===== src/sv/assert_macros.svh =====
// assertion macros shared by the blitter modules
`ifndef ASSERT_MACROS_SVH
`define ASSERT_MACROS_SVH

// property checked on every clock edge outside reset
`define ASSERT_RST(lbl, prop, msg) \
  lbl: assert property (@(posedge clk_i) disable iff (!rst_ni) prop) else $error(msg);

// consequence must hold in the cycle after the antecedent
`define ASSERT_NEXT(lbl, ante, cons, msg) \
  lbl: assert property (@(posedge clk_i) disable iff (!rst_ni) (ante) |=> (cons)) \
    else $error(msg);

`endif


===== src/sv/pfb_pkg.sv =====
// types, constants and helpers of the pixel format blitter
`default_nettype none

package pfb_pkg;

  localparam int CFG_DIM_W        = 12;
  localparam int CFG_IDX_W        = 3;
  localparam int CFG_DATA_W       = 12;
  localparam int PALETTE_DEPTH_DEF = 256;
  localparam int COORD_BITS_DEF   = 12;
  localparam int PAL_INDEX_W      = 8;
  localparam int PAL_COLOR_W      = 24;
  localparam int ADDR_W           = 24;

  // configuration register indexes
  localparam logic [CFG_IDX_W-1:0] REG_PIXEL_MODE = 3'd0;
  localparam logic [CFG_IDX_W-1:0] REG_SRC_WIDTH  = 3'd1;
  localparam logic [CFG_IDX_W-1:0] REG_SRC_HEIGHT = 3'd2;
  localparam logic [CFG_IDX_W-1:0] REG_DST_WIDTH  = 3'd3;
  localparam logic [CFG_IDX_W-1:0] REG_DST_HEIGHT = 3'd4;

  localparam logic OP_PIXEL   = 1'b0;
  localparam logic OP_PAL_WR  = 1'b1;

  localparam logic [15:0] RGB565_R_MASK = 16'hF800;
  localparam logic [15:0] RGB565_G_MASK = 16'h07E0;
  localparam logic [15:0] RGB565_B_MASK = 16'h001F;
  localparam logic [7:0]  ALPHA_OPAQUE  = 8'hff;

  typedef enum logic [1:0] {
    MODE_PAL8     = 2'd0,
    MODE_RGB565   = 2'd1,
    MODE_RGB888   = 2'd2,
    MODE_RGBA8888 = 2'd3
  } pix_mode_e;

  typedef struct packed {
    pix_mode_e              pixel_mode;
    logic [CFG_DIM_W-1:0]   src_width;
    logic [CFG_DIM_W-1:0]   src_height;
    logic [CFG_DIM_W-1:0]   dst_width;
    logic [CFG_DIM_W-1:0]   dst_height;
  } cfg_t;

  typedef struct packed {
    logic                   op;
    logic [31:0]            pixel_data;
    logic [PAL_INDEX_W-1:0] palette_index;
    logic [PAL_COLOR_W-1:0] palette_color;
  } in_t;

  typedef struct packed {
    logic [ADDR_W-1:0]      dest_addr;
    logic [31:0]            rgba_color;
    logic                   frame_last;
  } out_t;

  // position flags of the current pixel
  typedef struct packed {
    logic visible;
    logic last;
  } raster_t;

  // width of a centered coordinate and of the compares around it
  function automatic int xy_width(int cb);
    return ((cb > CFG_DIM_W) ? cb : CFG_DIM_W) + 1;
  endfunction

endpackage

`default_nettype wire


===== src/sv/pfb_raster.sv =====
// raster counters, visibility window and centered destination coordinates
`default_nettype none
`include "assert_macros.svh"

module pfb_raster import pfb_pkg::*; #(
  parameter int COORD_BITS = COORD_BITS_DEF
) (
  input  wire logic                             clk_i,
  input  wire logic                             rst_ni,
  input  wire cfg_t                             cfg_i,
  input  wire logic                             cfg_wr_i,
  input  wire logic                             step_i,
  output raster_t                               pos_o,
  output logic      [xy_width(COORD_BITS)-1:0] x_o,
  output logic      [xy_width(COORD_BITS)-1:0] y_o
);

  localparam int XW = xy_width(COORD_BITS);

  logic [COORD_BITS-1:0] col_q, col_d, row_q, row_d;
  logic [XW-1:0]         col_x, row_x, col_p1, row_p1;
  logic [XW-1:0]         src_w, src_h, dst_w, dst_h, vis_w, vis_h;
  logic [XW-1:0]         off_x, off_y;

  assign col_x  = XW'(col_q);
  assign row_x  = XW'(row_q);
  assign col_p1 = col_x + XW'(1);
  assign row_p1 = row_x + XW'(1);
  assign src_w  = XW'(cfg_i.src_width);
  assign src_h  = XW'(cfg_i.src_height);
  assign dst_w  = XW'(cfg_i.dst_width);
  assign dst_h  = XW'(cfg_i.dst_height);
  assign vis_w  = (src_w < dst_w) ? src_w : dst_w;
  assign vis_h  = (src_h < dst_h) ? src_h : dst_h;

  // center a smaller source inside the destination
  assign off_x = (dst_w > src_w) ? ((dst_w - src_w) >> 1) : '0;
  assign off_y = (dst_h > src_h) ? ((dst_h - src_h) >> 1) : '0;

  assign pos_o.visible = (col_x < vis_w) && (row_x < vis_h);
  assign pos_o.last    = (col_p1 == vis_w) && (row_p1 == vis_h);
  assign x_o           = col_x + off_x;
  assign y_o           = row_x + off_y;

  always_comb begin
    col_d = col_q;
    row_d = row_q;
    if (cfg_wr_i) begin
      col_d = '0;
      row_d = '0;
    end else if (step_i) begin
      if (col_p1 >= src_w) begin
        col_d = '0;
        row_d = (row_p1 >= src_h) ? '0 : row_p1[COORD_BITS-1:0];
      end else begin
        col_d = col_p1[COORD_BITS-1:0];
      end
    end
  end

  always_ff @(posedge clk_i or negedge rst_ni) begin
    if (!rst_ni) begin
      col_q <= '0;
      row_q <= '0;
    end else begin
      col_q <= col_d;
      row_q <= row_d;
    end
  end

  `ASSERT_NEXT(a_cfg_clears_pos, cfg_wr_i, col_q == '0 && row_q == '0, "counters not cleared")

endmodule

`default_nettype wire


===== config.mk =====
export PLATFORM = sky130hd
export DESIGN_NAME = pfb_raster
export DESIGN_NICKNAME = d
export VERILOG_FILES = /design/src/sv/pfb_pkg.sv /design/src/sv/pfb_raster.sv
export VERILOG_INCLUDE_DIRS = /design/src /design/src/sv
export SDC_FILE = /design/constraint.sdc
export NUM_CORES = 1
export LEC_CHECK = 0
export ABC_AREA = 1
export BUFFER_PORTS_ARGS = -buffer_cell sky130_fd_sc_hd__buf_2
export CAP_MARGIN = 5
export CORE_AREA = 2 2 143 145
export CTS_CLUSTER_DIAMETER = 60
export DETAILED_ROUTE_END_ITERATION = 10
export DIE_AREA = 0 0 145 147
export GPL_TIMING_DRIVEN = 0
export RECOVER_POWER = 25
export SLEW_MARGIN = 40
export SYNTH_ARGS = -nofsm -noshare
export SYNTH_HDL_FRONTEND = slang
export SYNTH_SLANG_ARGS = --single-unit

===== constraint.sdc =====
create_clock -name clk_i -period 3 [get_ports clk_i]
set_input_delay 0.15 -clock clk_i [delete_from_list [all_inputs] [get_ports clk_i]]
set_output_delay 0.15 -clock clk_i [all_outputs]
set_load 0.03 [all_outputs]

==> results.sh <==
export IMPL_critPathRequiredTime_ns=2.85
export IMPL_cts_buffers_inserted=3
export IMPL_vdd_drop_max_mv=0.186
export IMPL_dieArea_um2=21300
export IMPL_cap_violations=0
export IMPL_power_frac_seq_pct=14.0
export IMPL_synthDistinctLibCells=46
export IMPL_nFillCells=1936
export IMPL_initial_core_util_pct=29.2
export IMPL_design_area_um2=8980
export IMPL_pre_cts_slack_ns=-0.871
export IMPL_clock_latency_ns=0.27
export IMPL_cts_sinks=24
export IMPL_async_reset_ff_share_pct=100
export IMPL_clkPwrFrac_pct=10.4
export IMPL_syn_area_um2=5800
export IMPL_clkTransAtPathRegs_ns=0.06
export IMPL_row_count=52
export IMPL_htree_levels=1
export IMPL_max_clock_path_buffers=2
export IMPL_fin_nets=1276
export IMPL_vias_per_cell=4.85
export IMPL_cts_tree="done"
export IMPL_fin_skew_ns=0.00541
export IMPL_drive_gt1_share_pct=38.9
export IMPL_wl_per_cell_um=14.1
export IMPL_syn_inst=927
export IMPL_dp_hpwl_mm=14.7
export IMPL_gp_congestion=0.841
export IMPL_grt_use_total_pct=17.7
export IMPL_final_setup_tns_ns=-1.54
export IMPL_grt_pass1_vias=6261
export IMPL_cts_root_buf="clkbuf_16"
export IMPL_slew_violations=0
export IMPL_failed_checks="negative setup slack"
export IMPL_synth_flop_cell="dfrtp_1"
export IMPL_postRouteAntennaNets=0
export IMPL_setup_slack_ns=-0.235
export IMPL_power_leakage_nw=4.49
export IMPL_powerDensity_nw_per_um2=312
export IMPL_comb_power_share_pct=75.6
export IMPL_p_switching_w=0.00135
export IMPL_slew_headroom_pct=13.1
export IMPL_core_um2=19800
export IMPL_placed_area_um2=7060
export IMPL_drtIter0Drc=378
export IMPL_syn_to_final_growth_pct=54.9
export IMPL_grt_max_degree=25
export IMPL_syn_nets=1083
export IMPL_io_pins=82
export IMPL_synth_seq_cells=24
export IMPL_ys_seq_area_share_pct=10.4
export IMPL_final_common_cell="nand2_1"
export IMPL_worstMarginPinSlew_ns=1.30
export IMPL_grt_pass1_wl_mm=31.0
export IMPL_fmax_mhz=309
export IMPL_switching_share_pct=48.3
export IMPL_hold_path_class="primary input to register"
export IMPL_mostFrequentLayoutCells="203 x nand2_1, 115 x buf_4, 107 x inv_1"
export IMPL_rsz0062_at_grt="yes"
export IMPL_crit_path_end_kind="output port"
export IMPL_synth_edff_count=0
export IMPL_layout_min_cycle_time_ns=3.23
export IMPL_path_class="primary input to output port"
export IMPL_hold_viol=0
export IMPL_setup_viol=10
export IMPL_antenna_found_initial=1
export IMPL_synth_warnings=0
export IMPL_port_buffers=79
export IMPL_drc=0
export IMPL_status="finished with violations"
export IMPL_p_int_w=0.00145
export IMPL_dr_total_vias=6730
export IMPL_die_w_um=145
export IMPL_first_pass_iters=4
export IMPL_startpoint_type="primary input"
export IMPL_crit_arrival_ns=3.08
export IMPL_grt_overflow_total=0
export IMPL_die_y_um=147
export IMPL_syn_area_per_cell_um2=6.26
export IMPL_period_share_pct=108
export IMPL_finalWirelength_mm=19.5
export IMPL_crit_fanout=8
## critical path, cell delays in order
cell,delay (ns)
buf_2,0.13
ha_4,0.28
nand2_2,0.07
nor2_4,0.10
nand2_2,0.08
nand3_4,0.11
nand2_4,0.06
nand2_4,0.07
nand2_4,0.06
buf_8,0.13
clkbuf_16,0.16
nor3_4,0.23
ha_4,0.25
a21oi_2,0.14
nand2_2,0.08
a21oi_2,0.17
o21bai_2,0.11
a21boi_2,0.19
o21ai_2,0.11
a21oi_2,0.20
o21bai_4,0.07
buf_6,0.14
## final timing paths
kind | from | end | slack [ns] | cells after the start
max in group asynchronous | rst_ni | col_q[1] | 1.43 | 2
min | cfg_wr_i | row_q[10] | 0.30 | 4
min reg2reg | col_q[1] | col_q[1] | 0.53 | 2
max reg2reg | col_q[3] | row_q[4] | 0.14 | 14
max | cfg_i[1] | y_o[12] | -0.23 | 22
min in group asynchronous | rst_ni | col_q[10] | 0.70 | 2
## kinds of logic (layout without fill, tap and decap cells)
group | after synthesis | count (layout) | synth area share (%)
fa+ha+maj | 102 | 102 | 22.5
flops | 24 | 24 | 10.4
buf+inv | 159 | 350 | 11.2
compound gates | 146 | 146 | 15.1
xor+xnor | 39 | 39 | 6.02
other cells | 0 | 1 | 0
simple gates | 457 | 457 | 34.8
## layout make-up
cell class / instances / area, µm² / area share (%)
multi-input cells: 744 / 5630 / 62.6
repair buffers: 188 / 1540 / 17.2
flip-flops and latches: 24 / 614 / 6.84
inverters: 144 / 603 / 6.71
well taps: 270 / 338 / 3.76
plain buffers: 15 / 179 / 1.99
clock buffers: 3 / 75.1 / 0.836
diodes: 1 / 2.50 / 0.0279
## metrics by stage
| stage | power [W] | cells | util [%] | hold WS, ns |
|---|---|---|---|---|
| 2_1_floorplan | 0.00158 | 927 | - | -0.146 |
| 3_3_place_gp | 0.00194 | 1276 | 35.6 | 0.162 |
| 3_5_place_dp | 0.00195 | 1276 | 35.6 | 0.163 |
| 4_1_cts | 0.00257 | 1349 | 41.9 | 0.293 |
| 5_1_grt | 0.00303 | 1389 | 45.3 | 0.332 |
| 6_report | 0.00280 | 1389 | 45.3 | 0.298 |
## sequential cells by signal, indices dropped and copies added (netlist names)
| name | flops |
|---|---|
| col_q | 12 |
| row_q | 12 |
## power by group through the flow
stage	combinational [W]	sequential (W)	clock, W
finish	0.00212	0.000391	0.000292
global route	0.00232	0.000394	0.000316
CTS	0.00186	0.000411	0.000300
detailed placement	0.00154	0.000410	0
global placement	0.00153	0.000410	0
floorplan	0.00119	0.000387	0
## per-layer routing
| metal | vias up | GRT usage [%] | wire length [µm] |
|---|---|---|---|
| li1 | 3460 | - | - |
| met1 | 3132 | 24.2 | 8920 |
| met2 | 116 | 30.5 | 9570 |
| met3 | 22 | 2.55 | 774 |
| met4 | 0 | 2.13 | 274 |
| met5 | - | 0 | 0 |
## Yosys cell counts, types with 8 or more instances
library cell    n  area [µm²]
a21oi_1        68         340
inv_1         141         529
nor2_1         91         342
xor2_1         27         236
nand4_1        13        81.3
ha_1           98        1230
nand2_1       231         867
o21bai_1       11        82.6
xnor2_1        11        96.3
dfrtp_1        24         601
o31ai_1        12        90.1
nand3_1        82         410
o21ai_0        23         115
nor3_1          8        40.0
nand2_2         8        50.1
## repair_timing
item,in CTS,in global routing
hold buffers,1,0
resized for setup,164,106
pin swaps,119,74
buffers inserted,69,41
endpoints found under the setup margin,29,33
endpoints found under the hold margin,24,0
Note: power is estimated with default switching activity, not from simulation.
